==> config.mk <==
export PLATFORM = sky130hd
export DESIGN_NAME = crang_fifo
export DESIGN_NICKNAME = d
export VERILOG_FILES = /design/src/hdl/crang_pkg.sv /design/src/hdl/crang_fifo.sv
export SDC_FILE = /design/constraint.sdc
export NUM_CORES = 1
export LEC_CHECK = 0
export ABC_CLOCK_PERIOD_IN_PS = 6900
export BUFFER_PORTS_ARGS = -buffer_cell sky130_fd_sc_hd__buf_2
export CORE_UTILIZATION = 56
export CTS_CLUSTER_SIZE = 12
export DETAILED_ROUTE_END_ITERATION = 10
export PLACE_DENSITY = 0.88
export SLEW_MARGIN = 20
export SYNTH_ARGS = -nofsm -noshare
export SYNTH_HDL_FRONTEND = slang
export SYNTH_SLANG_ARGS = --single-unit
==> constraint.sdc <==
create_clock -name clk -period 6.9 [get_ports clk]
set_input_delay 1.38 -clock clk [delete_from_list [all_inputs] [get_ports clk]]
set_output_delay 1.38 -clock clk [all_outputs]
set_load 0.005 [all_outputs]
==> src/hdl/crang_pkg.sv <==
package crang_pkg;

    // Field widths
    localparam int SAMPLE_W = 16;
    localparam int GAIN_W   = 24;
    localparam int SKEW_W   = 16;
    localparam int ANGLE_W  = 16;
    localparam int CFG_IDX_W  = 3;
    localparam int CFG_DATA_W = 24;

    // Calibration datapath widths, derived from the field widths
    localparam int DIFF_W = SAMPLE_W + 1;              // sample - offset
    localparam int PROD_W = DIFF_W + GAIN_W + 1;       // diff * gain
    localparam int GAIN_SHIFT = 16;
    localparam int X_W    = PROD_W - GAIN_SHIFT;       // scaled channel
    localparam int Q_W    = X_W + SKEW_W;              // x * sin_skew
    localparam int FRAC_W = 14;                        // Q.14 fraction bits
    localparam int D_W    = Q_W + 1;                   // y * 2^14 - x * sin_skew
    localparam int T_W    = D_W - FRAC_W;
    localparam int M_W    = T_W + SKEW_W + 1;          // t * sec_skew
    localparam int YC_W   = M_W - FRAC_W;              // corrected sine channel

    // CORDIC datapath
    localparam int CORDIC_STEPS = 16;
    localparam int ATAN_ENTRIES = 24;
    localparam int NSTEPS = (CORDIC_STEPS < ATAN_ENTRIES) ? CORDIC_STEPS : ATAN_ENTRIES;
    localparam int CW     = YC_W + 2;                  // room for fold and CORDIC growth
    localparam int ZW     = 32;                        // 2^32 stands for 2pi
    localparam logic [ZW-1:0] Z_HALF  = {1'b1, {(ZW-1){1'b0}}};
    localparam logic [ZW-1:0] Z_ROUND = ZW'(1) << (ZW - ANGLE_W - 1);

    // Request queue between calibration and CORDIC
    localparam int QDEPTH = 2;
    localparam int QPTR_W = (QDEPTH > 1) ? $clog2(QDEPTH) : 1;
    localparam int QCNT_W = $clog2(QDEPTH + 1);

    // Cycles from an accepted start to its done strobe
    localparam int LATENCY = NSTEPS + 7;

    typedef enum logic [CFG_IDX_W-1:0] {
        REG_OFFSET_X = 3'd0,
        REG_OFFSET_Y = 3'd1,
        REG_GAIN_X   = 3'd2,
        REG_GAIN_Y   = 3'd3,
        REG_SIN_SKEW = 3'd4,
        REG_SEC_SKEW = 3'd5,
        REG_PHASE_X  = 3'd6
    } crang_reg_e;

    typedef struct packed {
        logic signed [SAMPLE_W-1:0] offset_x;
        logic signed [SAMPLE_W-1:0] offset_y;
        logic [GAIN_W-1:0]          gain_x;
        logic [GAIN_W-1:0]          gain_y;
        logic signed [SKEW_W-1:0]   sin_skew;
        logic [SKEW_W-1:0]          sec_skew;
        logic [ANGLE_W-1:0]         phase_x;
    } crang_cfg_t;

    // One calibrated vector, already folded into the right half plane
    typedef struct packed {
        logic                 zero;
        logic                 half;
        logic signed [CW-1:0] x;
        logic signed [CW-1:0] y;
    } crang_vec_t;

    function automatic logic [ZW-1:0] atan_lut(input logic [4:0] idx);
        logic [ZW-1:0] r;
        case (idx)
            5'd0:    r = 32'd536870912;
            5'd1:    r = 32'd316933406;
            5'd2:    r = 32'd167458907;
            5'd3:    r = 32'd85004756;
            5'd4:    r = 32'd42667331;
            5'd5:    r = 32'd21354465;
            5'd6:    r = 32'd10679838;
            5'd7:    r = 32'd5340245;
            5'd8:    r = 32'd2670163;
            5'd9:    r = 32'd1335087;
            5'd10:   r = 32'd667544;
            5'd11:   r = 32'd333772;
            5'd12:   r = 32'd166886;
            5'd13:   r = 32'd83443;
            5'd14:   r = 32'd41722;
            5'd15:   r = 32'd20861;
            5'd16:   r = 32'd10430;
            5'd17:   r = 32'd5215;
            5'd18:   r = 32'd2608;
            5'd19:   r = 32'd1304;
            5'd20:   r = 32'd652;
            5'd21:   r = 32'd326;
            5'd22:   r = 32'd163;
            5'd23:   r = 32'd81;
            default: r = '0;
        endcase
        return r;
    endfunction

endpackage

==> src/hdl/crang_fifo.sv <==
module crang_fifo
    import crang_pkg::*;
(
    input  logic       clk,
    input  logic       rst_n,
    input  logic       push,
    input  crang_vec_t push_vec,
    input  logic       pop,
    output logic       full,
    output logic       head_valid,
    output crang_vec_t head
);

    crang_vec_t          mem_reg [0:QDEPTH-1];
    logic [QPTR_W-1:0]   wr_ptr_reg, wr_ptr_next;
    logic [QPTR_W-1:0]   rd_ptr_reg, rd_ptr_next;
    logic [QCNT_W-1:0]   cnt_reg, cnt_next;
    logic                do_push, do_pop;

    assign full       = (cnt_reg == QCNT_W'(QDEPTH));
    assign head_valid = (cnt_reg != '0);
    assign head       = mem_reg[rd_ptr_reg];
    assign do_push    = push && !full;
    assign do_pop     = pop && head_valid;

    always_comb
    begin
        wr_ptr_next = wr_ptr_reg;
        rd_ptr_next = rd_ptr_reg;
        if (do_push)
        begin
            wr_ptr_next = (wr_ptr_reg == QPTR_W'(QDEPTH - 1)) ? '0 : wr_ptr_reg + 1'b1;
        end
        if (do_pop)
        begin
            rd_ptr_next = (rd_ptr_reg == QPTR_W'(QDEPTH - 1)) ? '0 : rd_ptr_reg + 1'b1;
        end
        cnt_next = cnt_reg + QCNT_W'(do_push) - QCNT_W'(do_pop);
    end

    always_ff @(posedge clk or negedge rst_n)
    begin
        if (!rst_n)
        begin
            wr_ptr_reg <= '0;
            rd_ptr_reg <= '0;
            cnt_reg    <= '0;
        end
        else
        begin
            wr_ptr_reg <= wr_ptr_next;
            rd_ptr_reg <= rd_ptr_next;
            cnt_reg    <= cnt_next;
        end
    end

    always_ff @(posedge clk)
    begin
        if (do_push)
        begin
            mem_reg[wr_ptr_reg] <= push_vec;
        end
    end

endmodule

After elaboration in Yosys (flattened, before gate mapping)
Memory sizes are Yosys's and may differ from the RTL's.
Index checks and enable logic that the tools add are counted.

storage, ports and cells
  register bits after elaboration = 4
  bits in latches = 0
  memory bits (writable) = 140
  memory bits (read-only) = 0
  input port bits = 74
  output and inout bits = 72
  word-level logic and storage cells = 17
  memories = 1

memory list
  memory   words  bits a word  rd ports  clocked after memory_dff  wr ports  line              text
  mem_reg  2      70           1         0                         1         crang_fifo.sv:14  crang_vec_t mem_reg [0:QDEPTH-1];

cells by class
  $add $sub $neg = 4
  multiply operators = 0
  divide/modulo/power cells = 0
  order comparisons = 0
  eq/ne operators = 1
  shift operators = 0
  muxes and demuxes = 4
  bitwise gates (word level) = 0
  reductions and logical operators = 4

operators with widths
  cell                 number
  $mux 1               4
  $add 1x1->1 const B  2
  $add 2x1->2          1
  $eq 2x2->1 const B   1
  $logic_and 1x1->1    2
  $reduce_bool 2->1    1
  $sub 2x1->2          1
  $logic_not 1->1      1

Depth between registers and ports, before layout
  depth after elaboration = 5
  depth in mapped cells = 7
  mapped depth without buffers = 7

Worst setup path after synthesis
OpenSTA, ideal clock, no wires.

  path type = input -> register
  start = input push
  end = memory mem_reg[0][0] (netlist bit) (enable)
  setup time = 0.498 ns
  data arrival time = 4.398 ns
  required time = 6.402 ns
  path slack = 2.004 ns
  stages on the path = 2
  buffers on the path = 0
  cells stage by stage = nand2_1 -> nor2_1

on the way
  cells in the longest elaborated chain, start to end = 3

RTL lines
  what                          line              text
  from (decl)                   crang_fifo.sv:6   input logic push,
  $logic_and 1x1->1             crang_fifo.sv:23  assign do_push = push && !full;
  $mux 1                        crang_fifo.sv:59  if (do_push)
  $mux 1 (not written as such)  crang_fifo.sv:61  mem_reg[wr_ptr_reg] <= push_vec;
  to (decl)                     crang_fifo.sv:14

Every way passes these cells.

==> impl_metrics.tcl <==
set metrics [dict create \
    arrival_ns 2.52 \
    finalHoldViolCount 0 \
    initial_core_util 0.576 \
    ant_nets 0 \
    clock-sinks 144 \
    firstDrtPassIters 4 \
    hold_buffers 0 \
    synth_top_area_frac 0.750 \
    worst_pin_slew_ns 0.973 \
    synth-seq-cells 144 \
    placed_cells 508 \
    grt_pass1_vias 2649 \
    ys_warn_count 0 \
    layout_min_cycle_time_ns 3.90 \
    final_common_cell "buf_2" \
    nets 470 \
    slew_headroom 0.352 \
    cts_tree "yes" \
    rsz0062_at_grt "false" \
    cts_resized 0 \
    pin_count 146 \
    cts_setup_buffers 0 \
    endpoint_kind "output port" \
    synth_cells 236 \
    yosysTopAreaCell "edfxtp_1" \
    die_w_um 102 \
    clkLatencyLatePin_ns 0.51 \
    htreeDepth 4 \
    area_growth_pct 23.7 \
    min_path_type "reg2reg" \
    status "complete, no violations" \
    layout_worst_path_cycle_share 0.565 \
    synth_area_um2 5610 \
    fin_tns_setup_ns 0 \
    place_congestion 0.656 \
    report.final.slew_viol_count 0 \
    path_class "reg2out" \
    finalPower_w 0.00298 \
    antenna_cells 0 \
    largest_reg_flops 140 \
    die_area_um2 10400 \
    wl_per_cell_um 16.6 \
    seq_area_frac_synth 0.768 \
    vias 2683 \
    finalSetupViolCount 0 \
    rrSetupSlack_ns 4.69 \
    startpoint_type "register" \
    grt-ovfl-total 0 \
    synth_cell_types 16 \
    grt_usage 0.179 \
    drt_iter0_markers 96 \
    final_area_um2 6930 \
    routed_wl_mm 8.97 \
    finClkSkew_ns 0.00663 \
    fp.dieH_um 102 \
    place_area_um2 6380 \
    ys_top_cells_by_area "edfxtp_1 75%, mux2_4 18%, buf_12 2.5%, dfrtp_1 1.8%, xnor2_1 0.47%" \
    core_um2 9730 \
    antenna_found_initial 0 \
    drive_gt1_frac 0.613 \
    nFillCells 646 \
    cts_made_buffers 17 \
    power.density_nw_per_um2 429 \
    final_cell_mix "145 x buf_2, 140 x edfxtp_1, 69 x mux2_4, 16 x clkbuf_16" \
    syn_nets 312 \
    cp_max_fo 54 \
    drcViolationCount 0 \
    root_buffer "clkbuf_8" \
    cp.required_ns 5.52 \
    cts_buffer_depth 2 \
    rows 36 \
    viasPerCell 4.98 \
    hpwl_mm 5.76 \
    grt_pass1_wl_mm 13.1 \
    p_leak_nw 2.81 \
    irDropWorstVdd_mv 0.387 \
    stdcell_count 539 \
    path_clk_slew_ns 0.06 \
    max_freq_mhz 257 \
    syn_area_per_cell_um2 23.8 \
    max_cap_violations 0 \
    port-buffer-count 145 \
    grt_max_degree 71 \
]
## stage by stage
| step | hold slack, ns | util | setup WS [ns] |
|---|---|---|---|
| finish | 0.513 | 0.713 | 3.00 |
| global route | 0.534 | 0.713 | 2.91 |
| CTS | 0.518 | 0.713 | 2.97 |
| detailed placement | 0.494 | 0.655 | 3.54 |
| global placement | 0.477 | 0.655 | 3.56 |
| floorplan | 0.460 | - | 2.00 |
## final cells by class
type / count / area (um^2) / area share
Sequential cell: 144 / 4310 / 0.621
Multi-Input combinational cell: 82 / 1150 / 0.167
Timing Repair Buffer: 147 / 741 / 0.107
Clock buffer: 18 / 418 / 0.0603
Tap cell: 133 / 166 / 0.0240
Clock inverter: 13 / 138 / 0.0199
Inverter: 2 / 7.51 / 0.00108
## final timing paths
path                                       endpoint                   start  cells after the start
hold reg to reg                cnt_reg[0]$_DFF_PN0_    cnt_reg[0]$_DFF_PN0_                      1
max in group asynchronous    rd_ptr_reg$_DFFE_PN0P_                   rst_n                      1
min in group asynchronous      cnt_reg[1]$_DFF_PN0_                   rst_n                      1
setup / recovery                            head[3]  rd_ptr_reg$_DFFE_PN0P_                      3
hold / removal                 cnt_reg[0]$_DFF_PN0_    cnt_reg[0]$_DFF_PN0_                      1
setup reg to reg           mem_reg[0][65]$_DFFE_PP_    cnt_reg[1]$_DFF_PN0_                      4
## critical path, stage by stage (launching register included)
cell     delay, ns
dfrtp_4       0.64
buf_4         0.80
mux2_4        0.35
buf_2         0.13
## cell families (layout without fill, tap and decap cells)
kind of cell  Yosys count  count (layout)  synth area share
simple gates            6               6           0.00625
xor+xnor                4               4           0.00625
mux                    70              70             0.187
buf+inv                10             180            0.0283
fa+ha+maj               2               2           0.00446
flops                 144             144             0.768
## metal layers
| metal | track usage | share of wire | vias up |
|---|---|---|---|
| met5 | 0 | 0 | - |
| met4 | 0.0780 | 0.016 | 0 |
| met3 | 0.0732 | 0.068 | 14 |
| met2 | 0.291 | 0.51 | 114 |
| met1 | 0.213 | 0.40 | 1304 |
| li1 | - | - | 1251 |
## Yosys cell counts
cell type and number:
and2_4 1, and3_1 1, buf_12 7, buf_6 1, dfrtp_1 4, edfxtp_1 140
ha_1 2, inv_1 2, mux2_2 1, mux2_4 69, nand2_1 1, nand2b_1 1
nor2_1 1, or2_1 1, xnor2_1 3, xor2_1 1
## report_power, final
group	total, W	internal (W)	switching (W)
sequential	0.00128	0.00120	0.0000824
clock	0.000852	0.000513	0.000340
combinational	0.000840	0.000477	0.000363
total	0.00298	0.00219	0.000785
Note: power is estimated with default switching activity, not from simulation.
