`config.mk`:
```
export PLATFORM = sky130hd
export DESIGN_NAME = crang_front
export DESIGN_NICKNAME = d
export VERILOG_FILES = /design/src/hdl/crang_pkg.sv /design/src/hdl/crang_front.sv
export SDC_FILE = /design/constraint.sdc
export NUM_CORES = 2
export LEC_CHECK = 0
export ABC_AREA = 1
export BUFFER_PORTS_ARGS = -buffer_cell sky130_fd_sc_hd__clkbuf_2
export CAP_MARGIN = 20
export CORE_UTILIZATION = 50
export CTS_CLUSTER_DIAMETER = 80
export DETAILED_ROUTE_END_ITERATION = 6
export PLACE_DENSITY = 0.66
export SYNTH_ARGS = -nofsm -noshare
export SYNTH_HDL_FRONTEND = slang
export SYNTH_SLANG_ARGS = --single-unit
```
`constraint.sdc`:
```
create_clock -name clk -period 18.15 [get_ports clk]
set_clock_uncertainty 0.05 [all_clocks]
set_input_delay 3.63 -clock clk [delete_from_list [all_inputs] [get_ports clk]]
set_output_delay 3.63 -clock clk [all_outputs]
set_load 0.02 [all_outputs]
```
`src/hdl/crang_pkg.sv`:
```
package crang_pkg;

    // Field widths
    localparam int SAMPLE_W = 16;
    localparam int GAIN_W   = 24;
    localparam int SKEW_W   = 16;
    localparam int ANGLE_W  = 16;
    localparam int CFG_IDX_W  = 3;
    localparam int CFG_DATA_W = 24;

    // Calibration datapath widths, derived from the field widths
    localparam int DIFF_W = SAMPLE_W + 1;              // sample - offset
    localparam int PROD_W = DIFF_W + GAIN_W + 1;       // diff * gain
    localparam int GAIN_SHIFT = 16;
    localparam int X_W    = PROD_W - GAIN_SHIFT;       // scaled channel
    localparam int Q_W    = X_W + SKEW_W;              // x * sin_skew
    localparam int FRAC_W = 14;                        // Q.14 fraction bits
    localparam int D_W    = Q_W + 1;                   // y * 2^14 - x * sin_skew
    localparam int T_W    = D_W - FRAC_W;
    localparam int M_W    = T_W + SKEW_W + 1;          // t * sec_skew
    localparam int YC_W   = M_W - FRAC_W;              // corrected sine channel

    // CORDIC datapath
    localparam int CORDIC_STEPS = 16;
    localparam int ATAN_ENTRIES = 24;
    localparam int NSTEPS = (CORDIC_STEPS < ATAN_ENTRIES) ? CORDIC_STEPS : ATAN_ENTRIES;
    localparam int CW     = YC_W + 2;                  // room for fold and CORDIC growth
    localparam int ZW     = 32;                        // 2^32 stands for 2pi
    localparam logic [ZW-1:0] Z_HALF  = {1'b1, {(ZW-1){1'b0}}};
    localparam logic [ZW-1:0] Z_ROUND = ZW'(1) << (ZW - ANGLE_W - 1);

    // Request queue between calibration and CORDIC
    localparam int QDEPTH = 2;
    localparam int QPTR_W = (QDEPTH > 1) ? $clog2(QDEPTH) : 1;
    localparam int QCNT_W = $clog2(QDEPTH + 1);

    // Cycles from an accepted start to its done strobe
    localparam int LATENCY = NSTEPS + 7;

    typedef enum logic [CFG_IDX_W-1:0] {
        REG_OFFSET_X = 3'd0,
        REG_OFFSET_Y = 3'd1,
        REG_GAIN_X   = 3'd2,
        REG_GAIN_Y   = 3'd3,
        REG_SIN_SKEW = 3'd4,
        REG_SEC_SKEW = 3'd5,
        REG_PHASE_X  = 3'd6
    } crang_reg_e;

    typedef struct packed {
        logic signed [SAMPLE_W-1:0] offset_x;
        logic signed [SAMPLE_W-1:0] offset_y;
        logic [GAIN_W-1:0]          gain_x;
        logic [GAIN_W-1:0]          gain_y;
        logic signed [SKEW_W-1:0]   sin_skew;
        logic [SKEW_W-1:0]          sec_skew;
        logic [ANGLE_W-1:0]         phase_x;
    } crang_cfg_t;

    // One calibrated vector, already folded into the right half plane
    typedef struct packed {
        logic                 zero;
        logic                 half;
        logic signed [CW-1:0] x;
        logic signed [CW-1:0] y;
    } crang_vec_t;

    function automatic logic [ZW-1:0] atan_lut(input logic [4:0] idx);
        logic [ZW-1:0] r;
        case (idx)
            5'd0:    r = 32'd536870912;
            5'd1:    r = 32'd316933406;
            5'd2:    r = 32'd167458907;
            5'd3:    r = 32'd85004756;
            5'd4:    r = 32'd42667331;
            5'd5:    r = 32'd21354465;
            5'd6:    r = 32'd10679838;
            5'd7:    r = 32'd5340245;
            5'd8:    r = 32'd2670163;
            5'd9:    r = 32'd1335087;
            5'd10:   r = 32'd667544;
            5'd11:   r = 32'd333772;
            5'd12:   r = 32'd166886;
            5'd13:   r = 32'd83443;
            5'd14:   r = 32'd41722;
            5'd15:   r = 32'd20861;
            5'd16:   r = 32'd10430;
            5'd17:   r = 32'd5215;
            5'd18:   r = 32'd2608;
            5'd19:   r = 32'd1304;
            5'd20:   r = 32'd652;
            5'd21:   r = 32'd326;
            5'd22:   r = 32'd163;
            5'd23:   r = 32'd81;
            default: r = '0;
        endcase
        return r;
    endfunction

endpackage

```
`src/hdl/crang_front.sv`:
```
module crang_front
    import crang_pkg::*;
(
    input  logic                       clk,
    input  logic                       rst_n,
    input  logic                       start,
    input  logic signed [SAMPLE_W-1:0] cos_sample,
    input  logic signed [SAMPLE_W-1:0] sin_sample,
    input  crang_cfg_t                 cfg,
    input  logic                       full,
    output logic                       busy,
    output logic                       push,
    output crang_vec_t                 push_vec
);

    logic                      en;
    logic [4:0]                vld_reg, vld_next;
    logic signed [DIFF_W-1:0]  dx_reg, dy_reg;
    logic signed [PROD_W-1:0]  px_reg, py_reg;
    logic signed [X_W-1:0]     x3_reg, y3_reg;
    logic signed [Q_W-1:0]     q_reg;
    logic signed [X_W-1:0]     x4_reg, x5_reg;
    logic signed [T_W-1:0]     t_reg;
    logic signed [M_W-1:0]     m_reg;
    logic signed [PROD_W-1:0]  px_next, py_next;
    logic signed [Q_W-1:0]     q_next;
    logic signed [D_W-1:0]     ysh, qext, d_next;
    logic signed [YC_W-1:0]    yc;
    logic signed [CW-1:0]      xe, ye;

    // Hold the whole front while the queue is full
    assign en   = !full;
    assign busy = full;
    assign vld_next = {vld_reg[3:0], start && !busy};

    always_ff @(posedge clk or negedge rst_n)
    begin
        if (!rst_n)
        begin
            vld_reg <= '0;
        end
        else if (en)
        begin
            vld_reg <= vld_next;
        end
    end

    assign px_next = dx_reg * $signed({1'b0, cfg.gain_x});
    assign py_next = dy_reg * $signed({1'b0, cfg.gain_y});
    assign q_next  = $signed(px_reg[PROD_W-1:GAIN_SHIFT]) * cfg.sin_skew;
    assign ysh     = {{(D_W-X_W-FRAC_W){y3_reg[X_W-1]}}, y3_reg, {FRAC_W{1'b0}}};
    assign qext    = {q_reg[Q_W-1], q_reg};
    assign d_next  = ysh - qext;

    always_ff @(posedge clk)
    begin
        if (en)
        begin
            dx_reg <= DIFF_W'(cos_sample) - DIFF_W'(cfg.offset_x);
            dy_reg <= DIFF_W'(sin_sample) - DIFF_W'(cfg.offset_y);
            px_reg <= px_next;
            py_reg <= py_next;
            x3_reg <= px_reg[PROD_W-1:GAIN_SHIFT];
            y3_reg <= py_reg[PROD_W-1:GAIN_SHIFT];
            q_reg  <= q_next;
            x4_reg <= x3_reg;
            t_reg  <= d_next[D_W-1:FRAC_W];
            x5_reg <= x4_reg;
            m_reg  <= t_reg * $signed({1'b0, cfg.sec_skew});
        end
    end

    // Classify: flag the zero vector, fold the left half plane by pi
    assign yc = m_reg[M_W-1:FRAC_W];
    assign xe = CW'(x5_reg);
    assign ye = CW'(yc);

    always_comb
    begin
        push_vec.zero = (x5_reg == '0) && (yc == '0);
        push_vec.half = x5_reg[X_W-1];
        if (x5_reg[X_W-1])
        begin
            push_vec.x = -xe;
            push_vec.y = -ye;
        end
        else
        begin
            push_vec.x = xe;
            push_vec.y = ye;
        end
    end

    assign push = vld_reg[4] && en;

endmodule

```
Word level (Yosys, flattened, before mapping)
Cells that the tools add are included.
Widths: inputs -> output; s select.
{"block": "op_classes", "n_addsub": 5, "n_mul": 4, "mux": 1, "n_reduce_logical": 6}
{"op": "$mul 17x25->42", "n": 2}
{"op": "$mux 68", "n": 1}
{"op": "$mul 29x17->46", "n": 1}
{"op": "$sub 40x42->43", "n": 1}
{"op": "$mul 26x16->42", "n": 1}
{"op": "$neg 26->34", "n": 1}
{"op": "$neg 32->34", "n": 1}
{"op": "$sub 16x16->17", "n": 2}
{"op": "$logic_not 32->1", "n": 1}
{"op": "$logic_not 26->1", "n": 1}
{"op": "$logic_and 1x1->1", "n": 3}
{"op": "$logic_not 1->1", "n": 1}
{"block": "word_totals", "ff_bits": 344, "word_cells": 28}

Depth between registers and ports, before layout
{"block": "depth", "depth_word": 2, "ltp_mapped": 29}

Worst setup path after synthesis
OpenSTA, ideal clock, no wires.
{"block": "synth_timing", "kind": "input-to-reg", "from": "input port full", "to": "register vld_reg[3]", "setup_ps": 416, "t_arrival_ps": 9876, "t_required_ps": 17684, "slack_ps": 7808, "cell_stages": 2, "n_path_buf": 0, "path_cell_list": "inv_1 > o21ai_0"}
{"element": "start: declaration", "line_no": "crang_front.sv:10", "source": "input logic full,"}
{"element": "end signal: assignment", "line_no": "crang_front.sv:44", "source": "vld_reg <= vld_next;"}
{"element": "end: declaration", "line_no": "crang_front.sv:17", "source": "logic [4:0] vld_reg, vld_next;"}
No word-level cell between the ends.

Worst setup path in the final report
{"block": "layout_timing", "from": "input port cfg[22] in the netlist's numbering", "to": "register m_reg[37], data pin"}
{"block": "layout_via", "elab_chain_len": 1}
{"element": "start: declaration", "line_no": "crang_front.sv:9", "source": "input crang_cfg_t cfg,"}
{"element": "$mul 29x17->46", "line_no": "crang_front.sv:69", "source": "m_reg <= t_reg * $signed({1'b0, cfg.sec_skew});"}
{"element": "end signal: assignment", "line_no": "crang_front.sv:69"}
{"element": "end: declaration", "line_no": "crang_front.sv:24", "source": "logic signed [M_W-1:0] m_reg;"}
No other way between the ends.
A chain may end at the register's enable or synchronous reset.

==> run summary <==
Top Ports: 236
Critical Path End Type: register
CTS buffer count: 42
Hold Path Sink: y3_reg[21]
Worst Hold Class: reg2reg
CTS tree: yes
P&R area growth vs syn: 5.142%
setup bufs post-CTS: 0
H-tree levels: 2
clock period minus worst slack: 9.401 ns
final hold violations: 0
Reg2Reg Launch Point: t_reg[28]
delay-heaviest family, CP: adder cells
Initial Util: 50.31%
Worst path max stage delay: 0.79 ns
CP dominant cell by count: fa_1
Mapped Cells: 9,757
Die X: 393.0 um
Rows: 143
unique cell type count in the Yosys netlist: 50
1st-pass router iterations: 7
Slew HR: 21.29%
die height: 393.0 um
reg-to-reg endpoint: m_reg[37]
first-pass GRT wire length: 328,600 um
setup violators final: 0
share of the yosys chip area belonging to registers: 11.68%
Post-synth EDFFs: 293
Levels on crit path: 19
Post-Synthesis Cell Area: 76,430 um^2
vias per inst: 5.074
Yosys top cell by area: fa_1
largest net degree at the start of global routing: 100
flops & latches, synth: 298
yosys warns: 0
most frequent cells in the layout: inv_1, nand2_1, fa_1, ha_1, nor2_1
via count: 59,520
hold path depth: 0
DR iter-0 viols: 3,439
largest fanout on the critical path: 29
main area contributors after synthesis: fa_1, inv_1, nand2_1, edfxtp_1, ha_1
Worst Path Arrival: 9.70 ns
Worst-path clk slew: 0.06 ns
cts repair resizes: 0
CTS sink count: 298
Critical Path RT: 18.45 ns
GR Overflow Total: 0
Critical path buffers and inverters: 4
CP Cell Sequence: clkbuf_2 -> nand2_1 -> fa_1 -> inv_1 -> fa_1 -> inv_1 -> fa_1 -> fa_1 -> fa_1 -> fa_1 -> inv_1 -> ha_1 -> nand2_1 -> nor2_1 -> nand2_1 -> nor3_1 -> nand4_1 -> nand4_1 -> nand2_1
DRT antenna net count: 0
Place WS: 8.150 ns
clock root cell: clkbuf_16
Design Area, Final: 80,360 um^2
Post-Syn Area per Cell: 7.833 um^2
Post-synth top flop: edfxtp_1
clock buffer depth: 3
commonest non-fill, non-tap cell in the layout: inv_1
Reg2Reg Setup Slack: 11.50 ns
vias in the first global route: 63,710
initial antenna violation count: 4
Max Cap Violations: 0
unrepaired setup endpoints after global routing: false
die area: 154,400 um^2
R2R depth: 18
Fmax achieved: 106.4 MHz
hold buffers post-CTS: 0
status: finished clean
max-slew violations: 0
placed cell area: 78,750 um^2
total track usage: 26.84%
Post-synth ARST share: 1.678%
Final WS setup: 8.749 ns
slowest stage cell, crit path: fa_1
Core Area: 151,900 um^2
Total Nets Final: 11,880
part of the cycle the worst path needs: 51.80%
final hold slack: 0.3604 ns
WS Path Type: in2reg
Residual DRC: 0
layout cells sized above 1: 4.063%
global placement routability congestion: 0.9748
Slew @ Worst Pin: 1.181 ns
HPWL after DPL: 164,700 um
DR WL/cell: 17.02 um
setup TNS: 0 ns
DRT Wirelength: 199,600 um
startpoint types: input pin
Largest register FFs: 42
Hold Path Origin: py_reg[37]
Port Buf Inserts: 211
worst-skew pair later-pin latency: 0.65 ns
share of Yosys cell area claimed by the top area cell type: 39.42%
## metrics by stage
| stage | util (%) | instances |
|---|---|---|
| final | 52.90 | 11730 |
| after global routing | 52.90 | 11730 |
| after CTS | 52.81 | 11720 |
| after detailed placement | 51.84 | 11650 |
| after global placement | 51.83 | 11650 |
| after floorplan | - | 9764 |
## cell usage after synthesis, types with 10 or more instances
| library cell | count |
|---|---|
| nor2_1 | 466 |
| ha_1 | 549 |
| xor2_1 | 136 |
| or2_2 | 26 |
| o21ai_1 | 14 |
| nor4_1 | 10 |
| edfxtp_1 | 293 |
| inv_1 | 2948 |
| nand4_1 | 57 |
| clkbuf_1 | 352 |
| o21ai_0 | 167 |
| a31oi_1 | 23 |
| nand3_1 | 167 |
| o21bai_1 | 22 |
| a21oi_1 | 256 |
| buf_4 | 12 |
| nor3_1 | 59 |
| nand3b_1 | 13 |
| xnor2_1 | 48 |
| buf_1 | 10 |
| nand2_2 | 19 |
| a21o_1 | 24 |
| nand2_1 | 2480 |
| nor2_2 | 12 |
| fa_1 | 1505 |
| o21a_1 | 16 |
## logic make-up (layout without fill, tap and decap cells)
logic type                 count (synthesis)  count (layout)  synth area share, %
adders and majority gates               2054            2054                48.41
xor gates and xnor gates                 184             184                2.109
DFF                                      298             298                11.68
buffers and inverters                   3330            3264                16.42
AOI/OAI and AO/OA                        557             557                4.031
other                                      1              11             0.004907
and+or+nand+nor                         3333            3333                17.35
## per-layer routing
layer | track usage (%) | part of all wire, % | up-vias
li1 | - | - | 27720
met4 | 8.787 | 3.3 | 2
met5 | 0 | 0.0040 | -
met3 | 3.662 | 6.0 | 408
met2 | 47.00 | 50 | 1846
met1 | 34.10 | 41 | 29540
## worst max path at each step
| stage | startpoint | endpoint | slack, ns |
|---|---|---|---|
| floorplan | full | vld_reg[3] | 7.81 |
| global placement | cfg[22] | m_reg[37] | 8.24 |
| detailed placement | cfg[22] | m_reg[37] | 8.15 |
| CTS | cfg[22] | m_reg[37] | 8.83 |
| global route | cfg[22] | m_reg[37] | 8.46 |
| finish | cfg[22] | m_reg[37] | 8.75 |
## worst register-to-register path: stages, from the launching register on
cell,delay [ns]
edfxtp_1,0.78
nand2_1,0.29
fa_1,0.65
inv_1,0.07
fa_1,0.79
inv_1,0.12
fa_1,0.50
fa_1,0.57
fa_1,0.43
fa_1,0.49
inv_1,0.04
ha_1,0.41
nand2_1,0.11
nor2_1,0.19
nand2_1,0.17
nor3_1,0.28
nand4_1,0.18
nand4_1,0.13
nand2_1,0.14
## final cells by class
type	instances	area, um^2
clock buffers	47	1070
fillers	14410	71550
well taps	2030	2540
clock inverters	29	401.6
repair buffers	234	1336
multi-input cells	6136	54980
inverters	2954	11100
diodes	3	7.507
flip-flops and latches	298	8924
Power is not shown: default switching activity piles up to over one toggle a cycle in this logic, so the estimate is an artifact.
